<file path="src/hdl/cte_pkg.sv">
// cte_pkg: shared types, character constants and helper functions for the
// command line template expander
// no dependencies
package cte_pkg;

    localparam logic [7:0] CH_NUL     = 8'h00;
    localparam logic [7:0] CH_PERCENT = 8'h25;
    localparam logic [7:0] CH_UPPER_D = 8'h44;
    localparam logic [7:0] CH_UPPER_P = 8'h50;
    localparam logic [7:0] CH_UPPER_U = 8'h55;
    localparam logic [7:0] CH_LOWER_P = 8'h70;
    localparam logic [7:0] CH_LOWER_A = 8'h61;
    localparam logic [7:0] CH_ZERO    = 8'h30;
    localparam logic [7:0] CH_DASH    = 8'h2d;

    localparam logic [4:0] DEV_MAX      = 5'd25;
    localparam logic [6:0] PART_MAX     = 7'd99;
    localparam logic [6:0] PART_DEFAULT = 7'd3;

    localparam logic [5:0] GUID_LEN = 6'd36;

    localparam int QUEUE_DEPTH = 4;
    localparam int QPTR_W      = $clog2(QUEUE_DEPTH);
    localparam int QCNT_W      = $clog2(QUEUE_DEPTH + 1);

    localparam logic [2:0] CFG_DEVICE    = 3'd0;
    localparam logic [2:0] CFG_PARTITION = 3'd1;
    localparam logic [2:0] CFG_GUID_LOW  = 3'd2;
    localparam logic [2:0] CFG_GUID_HIGH = 3'd3;

    typedef enum logic [2:0] {
        OP_CHAR,
        OP_PCT,
        OP_PART,
        OP_DEV_DEC,
        OP_DEV_LET,
        OP_GUID
    } op_t;

    // one classified template step: a lead sequence chosen by op, then ch when tail is set
    typedef struct packed {
        op_t        op;
        logic [7:0] ch;
        logic       tail;
    } cmd_t;

    // tens digit of a value below 100
    function automatic logic [3:0] dec_tens(input logic [6:0] v);
        logic [3:0] t;
        t = 4'd0;
        for (int k = 1; k < 10; k++)
        begin
            if (v >= 7'(k * 10))
                t = 4'(k);
        end
        return t;
    endfunction

    function automatic logic [7:0] hex_char(input logic [3:0] nib);
        logic [7:0] c;
        if (nib < 4'd10)
            c = CH_ZERO + {4'd0, nib};
        else
            c = CH_LOWER_A + {4'd0, nib} - 8'd10;
        return c;
    endfunction

    // position in the canonical guid text -> {dash, nibble index into the 128-bit guid}
    function automatic logic [5:0] guid_map(input logic [5:0] pos);
        logic [5:0] q;
        logic [3:0] b;
        logic       dash;
        q    = 6'd0;
        b    = 4'd0;
        dash = 1'b0;
        if (pos < 6'd8)
        begin
            q = pos;
            b = 4'd3 - {1'b0, q[3:1]};
        end
        else if (pos >= 6'd9 && pos < 6'd13)
        begin
            q = pos - 6'd9;
            b = 4'd5 - {1'b0, q[3:1]};
        end
        else if (pos >= 6'd14 && pos < 6'd18)
        begin
            q = pos - 6'd14;
            b = 4'd7 - {1'b0, q[3:1]};
        end
        else if (pos >= 6'd19 && pos < 6'd23)
        begin
            q = pos - 6'd19;
            b = 4'd8 + {1'b0, q[3:1]};
        end
        else if (pos >= 6'd24)
        begin
            q = pos - 6'd24;
            b = 4'd10 + {1'b0, q[3:1]};
        end
        else
        begin
            dash = 1'b1;
        end
        // high nibble is printed first
        return {dash, b, ~q[0]};
    endfunction

endpackage

</file>
<file path="src/hdl/cte_front.sv">
// cte_front: accepts template bytes, tracks the escape state and classifies
// the bytes into commands for the back end
// depends on cte_pkg
module cte_front (
    input  logic          clk,
    input  logic          rst_n,
    input  logic          in_valid,
    output logic          in_stall,
    input  logic [7:0]    in_char,
    input  logic          q_full,
    output logic          q_push,
    output cte_pkg::cmd_t q_cmd
);
    import cte_pkg::*;

    typedef enum logic [1:0] {
        MODE_PLAIN,
        MODE_PCT,
        MODE_DEV
    } mode_t;

    mode_t mode_reg;
    mode_t mode_next;
    logic  accept;

    assign in_stall = q_full;
    assign accept   = in_valid && !q_full;

    always_comb
    begin
        mode_next  = mode_reg;
        q_push     = 1'b0;
        q_cmd.op   = OP_CHAR;
        q_cmd.ch   = in_char;
        q_cmd.tail = 1'b0;
        if (accept)
        begin
            case (mode_reg)
                MODE_PCT:
                begin
                    mode_next = MODE_PLAIN;
                    q_push    = 1'b1;
                    if (in_char == CH_NUL)
                        q_cmd.op = OP_CHAR;
                    else if (in_char == CH_UPPER_D)
                    begin
                        mode_next = MODE_DEV;
                        q_push    = 1'b0;
                    end
                    else if (in_char == CH_UPPER_P)
                        q_cmd.op = OP_PART;
                    else if (in_char == CH_UPPER_U)
                        q_cmd.op = OP_GUID;
                    else
                    begin
                        q_cmd.op   = OP_PCT;
                        q_cmd.tail = 1'b1;
                    end
                end
                MODE_DEV:
                begin
                    // lookahead byte picks digits or letter, then is copied plain, or opens an escape if a percent
                    q_push     = 1'b1;
                    q_cmd.op   = (in_char == CH_LOWER_P) ? OP_DEV_DEC : OP_DEV_LET;
                    q_cmd.tail = (in_char != CH_PERCENT);
                    mode_next  = (in_char == CH_PERCENT) ? MODE_PCT : MODE_PLAIN;
                end
                default:
                begin
                    if (in_char == CH_PERCENT)
                        mode_next = MODE_PCT;
                    else
                    begin
                        mode_next = MODE_PLAIN;
                        q_push    = 1'b1;
                    end
                end
            endcase
        end
    end

    always_ff @(posedge clk or negedge rst_n)
    begin
        if (!rst_n)
            mode_reg <= MODE_PLAIN;
        else
            mode_reg <= mode_next;
    end

endmodule

</file>
<file path="src/hdl/cte_queue.sv">
// cte_queue: short command queue between the front and back ends
// depends on cte_pkg
module cte_queue (
    input  logic          clk,
    input  logic          rst_n,
    input  logic          push,
    input  cte_pkg::cmd_t push_cmd,
    output logic          full,
    input  logic          pop,
    output logic          not_empty,
    output cte_pkg::cmd_t head
);
    import cte_pkg::*;

    cmd_t              entry_reg [QUEUE_DEPTH];
    logic [QPTR_W-1:0] wr_ptr_reg;
    logic [QPTR_W-1:0] rd_ptr_reg;
    logic [QCNT_W-1:0] count_reg;
    logic              do_push;
    logic              do_pop;

    assign full      = (count_reg == QCNT_W'(QUEUE_DEPTH));
    assign not_empty = (count_reg != '0);
    assign head      = entry_reg[rd_ptr_reg];
    assign do_push   = push && !full;
    assign do_pop    = pop && not_empty;

    always_ff @(posedge clk)
    begin
        if (do_push)
            entry_reg[wr_ptr_reg] <= push_cmd;
    end

    always_ff @(posedge clk or negedge rst_n)
    begin
        if (!rst_n)
        begin
            wr_ptr_reg <= '0;
            rd_ptr_reg <= '0;
            count_reg  <= '0;
        end
        else
        begin
            if (do_push)
                wr_ptr_reg <= wr_ptr_reg + 1'b1;
            if (do_pop)
                rd_ptr_reg <= rd_ptr_reg + 1'b1;
            case ({do_push, do_pop})
                2'b10:   count_reg <= count_reg + 1'b1;
                2'b01:   count_reg <= count_reg - 1'b1;
                default: count_reg <= count_reg;
            endcase
        end
    end

endmodule

</file>
<file path="src/hdl/cte_back.sv">
// cte_back: steps through each queued command and emits one output byte per
// cycle into the output register unless stalled by out_stall
// depends on cte_pkg
module cte_back (
    input  logic          clk,
    input  logic          rst_n,
    input  logic          q_valid,
    input  cte_pkg::cmd_t head,
    output logic          q_pop,
    input  logic [4:0]    device_number,
    input  logic [6:0]    part_num,
    input  logic [127:0]  guid,
    output logic          out_valid,
    input  logic          out_stall,
    output logic [7:0]    out_char,
    output logic          end_of_run
);
    import cte_pkg::*;

    logic [5:0] idx_reg;
    logic [5:0] idx_next;
    logic       out_valid_reg;
    logic       out_valid_next;
    logic [7:0] out_char_reg;
    logic       end_reg;

    logic       insane;
    logic [4:0] dev_eff;
    logic [6:0] part_eff;
    logic [6:0] dec_val;
    logic [3:0] tens;
    logic [6:0] ones_full;
    logic       two_digits;
    logic [5:0] gmap;
    logic [3:0] gnib;
    logic [5:0] lead_len;
    logic [7:0] lead_byte;
    logic [7:0] byte_now;
    logic       last;
    logic       advance;

    assign insane   = (device_number > DEV_MAX) || (part_num == 7'd0)
                   || (part_num > PART_MAX);
    assign dev_eff  = insane ? 5'd0 : device_number;
    assign part_eff = insane ? PART_DEFAULT : part_num;

    assign dec_val    = (head.op == OP_PART) ? part_eff : {2'b00, dev_eff};
    assign tens       = dec_tens(dec_val);
    assign ones_full  = dec_val - ({3'b000, tens} << 3) - ({3'b000, tens} << 1);
    assign two_digits = (dec_val > 7'd9);

    assign gmap = guid_map(idx_reg);
    assign gnib = guid[{gmap[4:0], 2'b00} +: 4];

    always_comb
    begin
        lead_len  = 6'd1;
        lead_byte = head.ch;
        case (head.op)
            OP_CHAR:
                lead_byte = head.ch;
            OP_PCT:
                lead_byte = CH_PERCENT;
            OP_PART, OP_DEV_DEC:
            begin
                lead_len = two_digits ? 6'd2 : 6'd1;
                if (two_digits && idx_reg == 6'd0)
                    lead_byte = CH_ZERO + {4'd0, tens};
                else
                    lead_byte = CH_ZERO + {4'd0, ones_full[3:0]};
            end
            OP_DEV_LET:
                lead_byte = CH_LOWER_A + {3'd0, dev_eff};
            OP_GUID:
            begin
                lead_len  = GUID_LEN;
                lead_byte = gmap[5] ? CH_DASH : hex_char(gnib);
            end
            default:
                lead_byte = head.ch;
        endcase
    end

    assign byte_now = (head.tail && idx_reg == lead_len) ? head.ch : lead_byte;
    assign last     = head.tail ? (idx_reg == lead_len) : (idx_reg == lead_len - 6'd1);
    assign advance  = q_valid && (!out_valid_reg || !out_stall);
    assign q_pop    = advance && last;

    always_comb
    begin
        idx_next       = idx_reg;
        out_valid_next = out_valid_reg && out_stall;
        if (advance)
        begin
            out_valid_next = 1'b1;
            idx_next       = last ? 6'd0 : idx_reg + 6'd1;
        end
    end

    always_ff @(posedge clk or negedge rst_n)
    begin
        if (!rst_n)
        begin
            idx_reg       <= 6'd0;
            out_valid_reg <= 1'b0;
        end
        else
        begin
            idx_reg       <= idx_next;
            out_valid_reg <= out_valid_next;
        end
    end

    always_ff @(posedge clk)
    begin
        if (advance)
        begin
            out_char_reg <= byte_now;
            end_reg      <= last;
        end
    end

    assign out_valid  = out_valid_reg;
    assign out_char   = out_char_reg;
    assign end_of_run = end_reg;

`ifndef NO_ASSERTIONS
    // a guid run is the longest sequence
    assert property (@(posedge clk) disable iff (!rst_n) idx_reg < GUID_LEN)
        else $error("byte index past longest run");

    // a command part way through stays at the queue head
    assert property (@(posedge clk) disable iff (!rst_n) idx_reg != 6'd0 |-> q_valid)
        else $error("command left the queue mid-run");

    // a non-final step moves the index on by one
    assert property (@(posedge clk) disable iff (!rst_n)
        advance && !last |=> idx_reg == $past(idx_reg) + 6'd1)
        else $error("byte index skipped");

    // each transfer loaded from a finished command is flagged as its last
    assert property (@(posedge clk) disable iff (!rst_n)
        q_pop |=> out_valid && end_of_run)
        else $error("last byte not flagged");
`endif

endmodule

</file>
<file path="src/hdl/cmdline_template_expander.sv">
// cmdline_template_expander: top level with the register file, front end,
// command queue and back end
// depends on cte_pkg, cte_front, cte_queue, cte_back
//
// Usage: template bytes arrive on in_char under in_valid/in_stall, one byte
// per transfer, a zero byte closing each template. Expanded bytes leave on
// out_char under out_valid/out_stall; end_of_run marks the last byte that a
// given input byte produced. Settings are written through cfg_we, cfg_index
// and cfg_data while no template is in flight; indexes above 3 are ignored.
// An accepted input byte's command is written into the queue, and its first
// byte is then loaded from the queue head into the output register. The back
// end emits one byte per cycle while the receiver does not stall, so plain
// bytes sustain one per cycle; %P yields one or two digits, %D one or two
// digits after a p or else a letter, then the lookahead byte unless it is a
// percent, other escapes but NUL a percent and that byte, and %U 36 bytes.
// A four-entry command queue absorbs these runs; the input stalls only while
// it is full. When the receiver stalls, the output byte holds and the back
// end pauses. Reset returns the escape state to plain copying, empties the
// queue, clears the settings and sets the partition number to 3.
module cmdline_template_expander (
    input  logic        clk,
    input  logic        rst_n,
    input  logic        in_valid,
    output logic        in_stall,
    input  logic [7:0]  in_char,
    output logic        out_valid,
    input  logic        out_stall,
    output logic [7:0]  out_char,
    output logic        end_of_run,
    input  logic        cfg_we,
    input  logic [2:0]  cfg_index,
    input  logic [63:0] cfg_data
);
    import cte_pkg::*;

    logic [4:0]  dev_reg;
    logic [6:0]  part_reg;
    logic [63:0] guid_low_reg;
    logic [63:0] guid_high_reg;

    logic q_full;
    logic q_push;
    logic q_pop;
    logic q_valid;
    cmd_t push_cmd;
    cmd_t head;

    always_ff @(posedge clk or negedge rst_n)
    begin
        if (!rst_n)
        begin
            dev_reg       <= 5'd0;
            part_reg      <= PART_DEFAULT;
            guid_low_reg  <= 64'd0;
            guid_high_reg <= 64'd0;
        end
        else if (cfg_we)
        begin
            case (cfg_index)
                CFG_DEVICE:    dev_reg       <= cfg_data[4:0];
                CFG_PARTITION: part_reg      <= cfg_data[6:0];
                CFG_GUID_LOW:  guid_low_reg  <= cfg_data;
                CFG_GUID_HIGH: guid_high_reg <= cfg_data;
                default:       dev_reg       <= dev_reg;
            endcase
        end
    end

    cte_front u_front (
        .clk      (clk),
        .rst_n    (rst_n),
        .in_valid (in_valid),
        .in_stall (in_stall),
        .in_char  (in_char),
        .q_full   (q_full),
        .q_push   (q_push),
        .q_cmd    (push_cmd)
    );

    cte_queue u_queue (
        .clk       (clk),
        .rst_n     (rst_n),
        .push      (q_push),
        .push_cmd  (push_cmd),
        .full      (q_full),
        .pop       (q_pop),
        .not_empty (q_valid),
        .head      (head)
    );

    cte_back u_back (
        .clk           (clk),
        .rst_n         (rst_n),
        .q_valid       (q_valid),
        .head          (head),
        .q_pop         (q_pop),
        .device_number (dev_reg),
        .part_num      (part_reg),
        .guid          ({guid_high_reg, guid_low_reg}),
        .out_valid     (out_valid),
        .out_stall     (out_stall),
        .out_char      (out_char),
        .end_of_run    (end_of_run)
    );

endmodule
</file>
<file path="config.mk">
export PLATFORM = sky130hd
export DESIGN_NAME = cmdline_template_expander
export DESIGN_NICKNAME = d
export VERILOG_FILES = /design/src/hdl/cte_pkg.sv /design/src/hdl/cte_front.sv /design/src/hdl/cte_queue.sv /design/src/hdl/cte_back.sv /design/src/hdl/cmdline_template_expander.sv
export SDC_FILE = /design/constraint.sdc
export NUM_CORES = 1
export LEC_CHECK = 0
export ABC_AREA = 1
export BUFFER_PORTS_ARGS = -buffer_cell sky130_fd_sc_hd__buf_2
export CELL_PAD_IN_SITES_DETAIL_PLACEMENT = 0
export CELL_PAD_IN_SITES_GLOBAL_PLACEMENT = 1
export CORE_UTILIZATION = 40
export DETAILED_ROUTE_END_ITERATION = 12
export PLACE_DENSITY = 0.77
export SLEW_MARGIN = 20
export SYNTH_ARGS = -nofsm -noshare
export SYNTH_HDL_FRONTEND = slang
export SYNTH_SLANG_ARGS = --single-unit
</file>
<file path="constraint.sdc">
create_clock -name clk -period 5.3 [get_ports clk]
set_clock_uncertainty 0.2 [all_clocks]
set_input_delay 1.325 -clock clk [delete_from_list [all_inputs] [get_ports clk]]
set_output_delay 1.325 -clock clk [all_outputs]
set_load 0.02 [all_outputs]
</file>
* Yosys cells after proc, flatten, opt, wreduce, memory -nomap -nowiden *
Memories as Yosys holds them, arrays and structs flattened.
Index checks and enable logic that the tools add are counted.

operators by class
  reduce and logical (&&, ||, !) cells = 28
  $add $sub $neg = 23
  equality and inequality tests = 21
  mux-type cells = 62
  $lt $le $gt $ge = 21
  shift-type cells = 1
  bitwise operators = 1

operators by type and width
  cell                                                                                 number
  128-bit by 8-bit variable part select with 4-bit output                              1
  4-bit two-way mux                                                                    13
  8-bit by 7-bit equality test with 1-bit output, second input constant                4
  8-bit two-way mux                                                                    4
  8-bit case mux with 4 select lines                                                   1
  1-bit two-way mux                                                                    25
  6-bit by 4-bit adder with 7-bit output, first input constant                         3
  7-bit by 6-bit greater-or-equal comparator with 1-bit output, second input constant  3
  7-bit greater-or-equal comparator, second input constant                             3
  3-bit two-way mux                                                                    6
  7-bit by 5-bit greater-or-equal comparator with 1-bit output, second input constant  2
  7-bit two-way mux                                                                    2
  3-bit by 2-bit equality test with 1-bit output, second input constant                4
  6-bit equality test                                                                  2
  6-bit by 4-bit greater-or-equal comparator with 1-bit output, second input constant  2
  6-bit by 5-bit greater-or-equal comparator with 1-bit output, second input constant  2
  6-bit by 4-bit less-than comparator with 1-bit output, second input constant         2
  6-bit by 5-bit less-than comparator with 1-bit output, second input constant         2
  3-bit case mux with 2 select lines                                                   2
  6-bit case mux with 2 select lines                                                   1
  4-bit subtractor, second input constant                                              3
  1-bit logical AND                                                                    11
  3-bit equality test, second input constant                                           3
  4-bit by 3-bit adder with 4-bit output, first input constant                         2
  37 further kinds                                                                     54

storage, ports and cells
  bits of input ports = 80
  register bits = 165
  output and inout bits = 11
  memories = 1
  RAM bits = 48
  logic and storage cells = 170

memories
  memory             words  width  rd ports  clocked after Yosys merged registers in  write ports  line             RTL
  u_queue.entry_reg  4      12     1         0                                        1            cte_queue.sv:15  cmd_t entry_reg [QUEUE_DEPTH];

* Longest topological paths before layout *
Gate-level depths: netlist (run 1).

  depth in word-level cells = 21
  mapped depth = 30
  depth with buffers taken out = 29

* By module *
Synthesis (run 1) repeated with hierarchy kept, for this count alone.

unflattened totals
  cell total of the unflattened synthesis = 1,586
  area, all modules = 12,144.1 um^2

modules (own cells, without submodules)
  module                     instances  cells each  area each (um^2)  seq. area each (um^2)
  cmdline_template_expander  1          609         5,432.7           3,505.9
  cte_back                   1          706         3,826.2           445.4
  cte_queue                  1          200         2,447.3           1,616.6
  cte_front                  1          71          437.9             50.0

* Worst setup path after synthesis (run 1) *
No wires, ideal clock.

  path kind = register to register
  start point = register u_queue.rd_ptr_reg[0]
  end point = register u_queue.count_reg[2]
  arrival time = 3,369 ps
  path buffers = 1
  cell stages (with the launch flop) = 30
  period minus slack after synthesis = 3,700 ps
  library setup time = 131 ps
  setup slack = 1,600 ps
  cell sequence = dfrtp_1 -> buf_6 -> inv_4 -> nand2_1 -> nand3_2 -> nand2_4 -> nor2_4 -> nand2_4 -> nor2_4 -> inv_2 -> o22ai_2 -> inv_2 -> ha_1 -> a21oi_1 -> o21ai_1 -> nand2_1 -> nand2_2 -> nand2_1 -> nand2_1 -> nor2_1 -> nand2_2 -> nand2_2 -> nand2_4 -> clkinv_4 -> ha_1 -> inv_1 -> fa_1 -> a21oi_1 -> o21ai_0 -> xor2_1

on the way
  longest elaborated chain between the ends = 13

RTL lines
  what                                                                                   line                            RTL
  start: declaration                                                                     cte_queue.sv:17                 logic [QPTR_W-1:0] rd_ptr_reg;
  start signal: assignment                                                               cte_queue.sv:47                 rd_ptr_reg <= rd_ptr_reg + 1'b1;
  memory 4 x 12 bit (*)                                                                  --
  3-bit by 2-bit equality test with 1-bit output                                         cte_back.sv:47, cte_back.sv:59
  7-bit two-way mux                                                                      cte_back.sv:47                  assign dec_val = (head.op == OP_PART) ? part_eff : {2'b00, dev_eff};
  7-bit by 4-bit greater-than comparator with 1-bit output                               cte_back.sv:50                  assign two_digits = (dec_val > 7'd9);
  2-bit two-way mux                                                                      cte_back.sv:66                  lead_len = two_digits ? 6'd2 : 6'd1;
  6-bit case mux with 2 select lines                                                     cte_back.sv:59                  case (head.op)
  6-bit by 1-bit subtractor with 6-bit output                                            cte_back.sv:85                  assign last = head.tail ? (idx_reg == lead_len) : (idx_reg == lead_len - 6'd1);
  6-bit equality test                                                                    cte_back.sv:85
  1-bit two-way mux (*)                                                                  cte_back.sv:85
  via u_back.last                                                                        cte_back.sv:39                  logic last;
  1-bit logical AND (*)                                                                  cte_back.sv:87                  assign q_pop = advance && last;
  1-bit logical AND (*)                                                                  cte_queue.sv:26                 assign do_pop = pop && not_empty;
  via u_queue.do_pop                                                                     cte_queue.sv:20                 logic do_pop;
  2-bit by 1-bit equality test with 1-bit output or 2-bit equality test (tied branches)  cte_queue.sv:48                 case ({do_push, do_pop})
  3-bit case mux with 2 select lines or 2-bit nonzero test (tied branches)               --
  end signal: assignment                                                                 cte_queue.sv:49                 2'b10: count_reg <= count_reg + 1'b1;
  end signal: assignment                                                                 cte_queue.sv:50                 2'b01: count_reg <= count_reg - 1'b1;
  end signal: assignment                                                                 cte_queue.sv:51                 default: count_reg <= count_reg;
  end: declaration                                                                       cte_queue.sv:18                 logic [QCNT_W-1:0] count_reg;

Mark *: on every way through the listed nets, which the timed path passes. The rest lies on a longest branch.
A chain may end at the register's enable or synchronous reset.

* Worst setup path in the final report (run 1) *
Ends and elaborated chain as after synthesis.

==> impl_metrics.tcl, run 1 <==
set metrics [dict create \
    outcome "completed" \
    rows 61 \
    critPathBufInv 5 \
    drt-total-wl_mm 28.8 \
    drive_gt1_share_pct 13.3 \
    antenna_found_initial 0 \
    criticalPathCategory "flip-flop to flip-flop" \
    postCtsSetupBuffers 0 \
    drv_slew 0 \
    register_area_um2 5620 \
    path_max_fanout 28 \
    critPathLaunchType "flip-flop" \
    setup_violations 0 \
    cp-startpoint "u_queue.rd_ptr_reg[0]$_DFFE_PN0P_" \
    seqPwrFrac_pct 27.0 \
    cap_violations 0 \
    ys_seq_area_share_pct 48.6 \
    root_buffer "clkbuf_16" \
    drc 0 \
    grt_use_total_pct 20.4 \
    power.clock.fraction_pct 17.4 \
    synthCells 1471 \
    pre_cts_slack_ns 0.752 \
    relSlewSlack_pct 41.6 \
    vias 9519 \
    p_int_w 0.00445 \
    multiInputGateArea_um2 5050 \
    num_antenna_cells 0 \
    vias_per_cell 4.92 \
    hold_viol_final 0 \
    timing.final.ws_setup_ns 0.757 \
    crit_path_max_incr_delay_ns 0.60 \
    routabilityCongestion 0.822 \
    grt_max_degree 129 \
    ctsHoldBuffers 0 \
    cp.arrival_ns 4.74 \
    die_x_um 172 \
    htreeDepth 1 \
    core_area_um2 28100 \
    pwr-share-comb_pct 55.5 \
    hold_start "guid_high_reg[24]$_DFFE_PN0P_" \
    ys_ff_latch 213 \
    hold_class "flip-flop to flip-flop" \
    yosys.cell_types.count 47 \
    start_util_pct 41.1 \
    fillers 2909 \
    fin_crit_ns 4.54 \
    cts.repair.resized 0 \
    drtPass1Iterations 5 \
    layout-area-overhead-vs-synth_pct 12.5 \
    cts_tree "built" \
    worst_pin_slew_ns 0.877 \
    numCtsBuffers 24 \
    port_buffers 90 \
    p_switching_w 0.00430 \
    die_h_um 172 \
    vdd_drop_max_mv 0.394 \
    cp-end-kind "flip-flop" \
    clk-insertion-delay-late_ns 0.52 \
    rsz0062_at_grt "no" \
    r2r-start "u_queue.rd_ptr_reg[0]$_DFFE_PN0P_" \
    switching_share_pct 49.2 \
    syn-cell-area_um2 11600 \
    grt_pass1_vias 9188 \
    cts_buffer_depth 3 \
    drt-initial-drc-count 741 \
    critPathTopFamily "simple AND/OR/NAND/NOR gates" \
    setup_tns_ns 0 \
    dieArea_um2 29600 \
    grt_overflow 0 \
    io-pin-count 91 \
    wire_per_inst_um 14.9 \
    layout.nets 1648 \
    crit_top_cell "nand2_1" \
    yosys_warnings 0 \
    drtAntennaViolNets 0 \
    dpl.hpwl_mm 20.0 \
    grt_pass1_wl_mm 48.3 \
    clkTransAtPathRegs_ns 0.06 \
    avgSynthCellArea_um2 7.85 \
    leakage_nw 6.43 \
    syn_nets 1581 \
    cts.sinks 213 \
    post-route-period-util_pct 85.7 \
    p_per_area_nw_per_um2 673 \
    worstPathRequired_ns 5.50 \
    max_clock_freq_mhz 220 \
    cpMaxStageDelayCell "dfrtp_1" \
]
cell usage in the layout, fill, tap and decap left out, types with 6 or more instances in the layout:
| cell type | n |
|---|---|
| o21ai_1 | 7 |
| nand2_2 | 16 |
| nor3_1 | 14 |
| nor2_2 | 8 |
| nor2_1 | 79 |
| inv_2 | 9 |
| o21ai_0 | 177 |
| buf_2 | 89 |
| nand2_1 | 507 |
| dfrtp_1 | 154 |
| edfxtp_1 | 57 |
| nand4_1 | 6 |
| clkinv_2 | 9 |
| ha_1 | 29 |
| inv_1 | 144 |
| nand3_1 | 102 |
| clkbuf_16 | 24 |
| xor2_1 | 11 |
| a21oi_1 | 22 |
| buf_4 | 10 |
| nand2_4 | 9 |
| o22ai_1 | 11 |
cells by family (layout without fill, tap and decap cells):
| family | count (synthesis) | count (layout) | synth area share (%) |
|---|---|---|---|
| adders and majority gates | 30 | 30 | 3.31 |
| xor gates and xnor gates | 15 | 15 | 1.14 |
| and+or+nand+nor | 759 | 759 | 27.8 |
| DFF | 213 | 213 | 48.6 |
| AOI/OAI and AO/OA | 238 | 238 | 11.1 |
| buffers and inverters | 216 | 301 | 7.96 |
cell usage after synthesis (all sizes together):
master | instances | share of area, %
o22ai | 12 | 0.70
nand2b | 1 | 0.054
a31oi | 1 | 0.054
inv | 155 | 5.1
fa | 1 | 0.17
ha | 29 | 3.1
xnor2 | 4 | 0.30
nand2 | 532 | 18
o221ai | 2 | 0.15
nor3 | 14 | 0.61
nor4b | 1 | 0.076
a21oi | 27 | 1.4
dfstp | 2 | 0.45
o31ai | 1 | 0.065
clkbuf | 34 | 1.1
nand3 | 109 | 4.9
nand4 | 6 | 0.32
o21a | 2 | 0.13
xor2 | 11 | 0.83
clkinv | 1 | 0.076
edfxtp | 57 | 15
o211ai | 4 | 0.26
nor2 | 91 | 3.3
a221oi | 1 | 0.13
dfrtp | 154 | 33
o21ai | 187 | 8.2
nand3b | 1 | 0.065
buf | 26 | 1.7
a21boi | 1 | 0.065
or2 | 2 | 0.11
nor4 | 2 | 0.11
through the flow:
stage,power (W),utilization [%],cell area [µm²],std cells,hold slack (ns)
after floorplan,0.00611,-,11600,1471,0.248
after global placement,0.00725,43.7,12300,1890,0.267
after detailed placement,0.00726,43.7,12300,1890,0.273
after CTS,0.00881,46.3,13000,1934,0.287
after global routing,0.00958,46.3,13000,1934,0.296
final,0.00875,46.3,13000,1934,0.284
tightest hold or removal path, delay by kind of cell, from the launching register on:
| family | cells | cell delay (ns) |
|---|---|---|
| flops | 1 | 0.34 |
| simple gates | 1 | 0.05 |
| compound gates | 1 | 0.06 |
routing by layer:
layer	routed length [µm]	part of all wire, %	global-route usage, %
met1	14300	50	30.2
met2	12800	45	31.8
met3	1200	4.2	2.47
met4	480	1.7	4.62
met5	0	0	0
power by group through the flow:
stage	registers, W	logic [W]	clock network, W
after floorplan	0.00231	0.00380	0
after global placement	0.00239	0.00485	0
after detailed placement	0.00239	0.00486	0
after CTS	0.00237	0.00488	0.00156
after global routing	0.00241	0.00555	0.00162
final	0.00237	0.00486	0.00152
cell type report:
cell class | count | area share, %
inverters | 156 | 4.58
repair buffers | 101 | 4.18
clock inverters | 13 | 0.558
flip-flops and latches | 213 | 43.2
multi-input cells | 1042 | 38.8
well taps | 378 | 3.64
clock buffers | 31 | 4.98
path summary, 6_finish.rpt:
kind,endpoint,slack (ns),cells after the start
min in group asynchronous,guid_low_reg[35]$_DFFE_PN0P_,0.68,1
min,guid_high_reg[24]$_DFFE_PN0P_,0.28,2
min reg2reg,guid_high_reg[24]$_DFFE_PN0P_,0.28,2
max in group asynchronous,part_reg[0]$_DFFE_PN1P_,3.16,2
max reg2reg,u_queue.count_reg[2]$_DFFE_PN0P_,0.76,28
max,u_queue.count_reg[2]$_DFFE_PN0P_,0.76,28
No activity file was read; power rests on OpenSTA's default activity.
==> run 2: changes to the inputs <==
--- a/config.mk
+++ b/config.mk
@@ -10,6 +10,7 @@
 export CELL_PAD_IN_SITES_DETAIL_PLACEMENT = 0
 export CELL_PAD_IN_SITES_GLOBAL_PLACEMENT = 1
 export CORE_UTILIZATION = 40
+export CTS_BUF_LIST = sky130_fd_sc_hd__clkbuf_4 sky130_fd_sc_hd__clkbuf_8
 export DETAILED_ROUTE_END_ITERATION = 12
 export PLACE_DENSITY = 0.77
 export SLEW_MARGIN = 20
==> impl_metrics.tcl, run 2 (synthesized netlist as in run 1, its figures left out) <==
set metrics [dict create \
    outcome "completed" \
    drt-initial-drc-count 663 \
    criticalPathCategory "flip-flop to flip-flop" \
    pwr-share-comb_pct 54.6 \
    hold_start "guid_low_reg[31]$_DFFE_PN0P_" \
    power.clock.fraction_pct 18.8 \
    fin_cells 1960 \
    switching_share_pct 48.9 \
    root_buffer "clkbuf_8" \
    num_antenna_cells 0 \
    routabilityCongestion 0.822 \
    setup_violations 0 \
    vias 9626 \
    grt_max_degree 129 \
    rrSetupSlack_ns 0.75 \
    vias_per_cell 4.91 \
    gr-usage-met3_pct 3.20 \
    start_util_pct 41.1 \
    clkTransAtPathRegs_ns 0.06 \
    worstPathRequired_ns 5.51 \
    wire_per_inst_um 14.8 \
    postCtsSetupBuffers 0 \
    max_clock_freq_mhz 220 \
    path_max_fanout 28 \
    relSlewSlack_pct 42.1 \
    numCtsBuffers 39 \
    grt_use_total_pct 20.7 \
    cp-end-kind "flip-flop" \
    drv_slew 0 \
    timing.final.ws_setup_ns 0.752 \
    htreeDepth 2 \
    grt.met1_usage_pct 30.4 \
    p_switching_w 0.00435 \
    setup_tns_ns 0 \
    grt_pass1_wl_mm 48.8 \
    cts_tree "built" \
    seqPwrFrac_pct 26.6 \
    cpMaxStageDelayCell "dfrtp_1" \
    vdd_drop_max_mv 0.383 \
    cap_violations 0 \
    ctsHoldBuffers 0 \
    clk-insertion-delay-late_ns 0.55 \
    hold_class "flip-flop to flip-flop" \
    dp.cells 1890 \
    pre_cts_slack_ns 0.752 \
    p_per_area_nw_per_um2 678 \
    final_common_cell "nand2_1" \
    cp.arrival_ns 4.76 \
    post-route-period-util_pct 85.8 \
    dieArea_um2 29600 \
    rsz0062_at_grt "no" \
    io-pin-count 91 \
    drtAntennaViolNets 0 \
    cts_buffer_depth 3 \
    die_h_um 172 \
    fin_crit_ns 4.55 \
    fillers 2912 \
    critPathLaunchType "flip-flop" \
    worst_pin_slew_ns 0.869 \
    grt_overflow 0 \
    drt-total-wl_mm 29.1 \
    design_area_um2 13100 \
    leakage_nw 6.50 \
    final_cell_mix "nand2_1 (507), o21ai_0 (177), dfrtp_1 (154)" \
    drc 0 \
    drive_gt1_share_pct 15.0 \
    crit_top_cell "nand2_1" \
    port_buffers 90 \
    die_x_um 172 \
    postPlaceCellArea_um2 12300 \
    grt_use_met2_pct 31.5 \
    register_area_um2 5620 \
    antenna_found_initial 0 \
    cts.sinks 213 \
    multiInputGateArea_um2 5050 \
    top_usage_layer "met2" \
    crit_path_max_incr_delay_ns 0.60 \
    r2r-start "u_queue.rd_ptr_reg[0]$_DFFE_PN0P_" \
    grt_pass1_vias 9335 \
    rows 61 \
    core_area_um2 28100 \
    layout.nets 1663 \
    p_int_w 0.00455 \
    layout-area-overhead-vs-synth_pct 13.5 \
    dpl.hpwl_mm 20.0 \
    hold_viol_final 0 \
    cts.repair.resized 0 \
    drtPass1Iterations 5 \
    cp-startpoint "u_queue.rd_ptr_reg[0]$_DFFE_PN0P_" \
]
==> run 2: path summary, 6_finish.rpt <==
kind / endpoint / cells after the start
worst min register to register: guid_low_reg[31]$_DFFE_PN0P_ / 2
worst max register to register: u_queue.count_reg[2]$_DFFE_PN0P_ / 28
worst min-delay path: guid_low_reg[31]$_DFFE_PN0P_ / 2
max in group asynchronous: part_reg[1]$_DFFE_PN1P_ / 2
min in group asynchronous: guid_low_reg[35]$_DFFE_PN0P_ / 1
worst max-delay path: u_queue.count_reg[2]$_DFFE_PN0P_ / 28
==> run 2: layout make-up <==
class                           instances  share of cell area, %
Sequential cell                       213                   42.8
Multi-Input combinational cell       1042                   38.5
Clock buffer                           56                   5.35
Inverter                              156                   4.54
Timing Repair Buffer                  101                   4.14
Tap cell                              378                   3.61
Clock inverter                         14                   1.03
==> run 2: metal layers <==
| metal | vias up | part of all wire [%] |
|---|---|---|
| met1 | 4474 | 50 |
| met4 | 0 | 2.2 |
| met5 | - | 0 |
| met3 | 43 | 4.5 |
| met2 | 213 | 44 |
| li1 | 4896 | - |
==> run 2: power groups by stage <==
stage	Clock (W)	Sequential, W	Combinational (W)
CTS	0.00171	0.00237	0.00488
floorplan	0	0.00231	0.00380
global placement	0	0.00239	0.00485
detailed placement	0	0.00239	0.00486
global route	0.00179	0.00241	0.00555
finish	0.00167	0.00237	0.00486
==> run 2: critical path, delay by kind of cell, from the launching register on <==
kind,cells,cell delay (ns)
compound gates,5,0.60
xor+xnor,1,0.15
fa+ha+maj,3,0.68
buf+inv,5,0.61
flops,1,0.60
simple gates,14,1.54
==> run 2: per-stage QoR <==
| step | utilization [%] | power [W] | hold WS, ns |
|---|---|---|---|
| after floorplan | - | 0.00611 | 0.248 |
| after global placement | 43.7 | 0.00725 | 0.267 |
| after detailed placement | 43.7 | 0.00726 | 0.273 |
| after CTS | 46.7 | 0.00896 | 0.287 |
| after global routing | 46.7 | 0.00975 | 0.295 |
| final | 46.7 | 0.00890 | 0.282 |
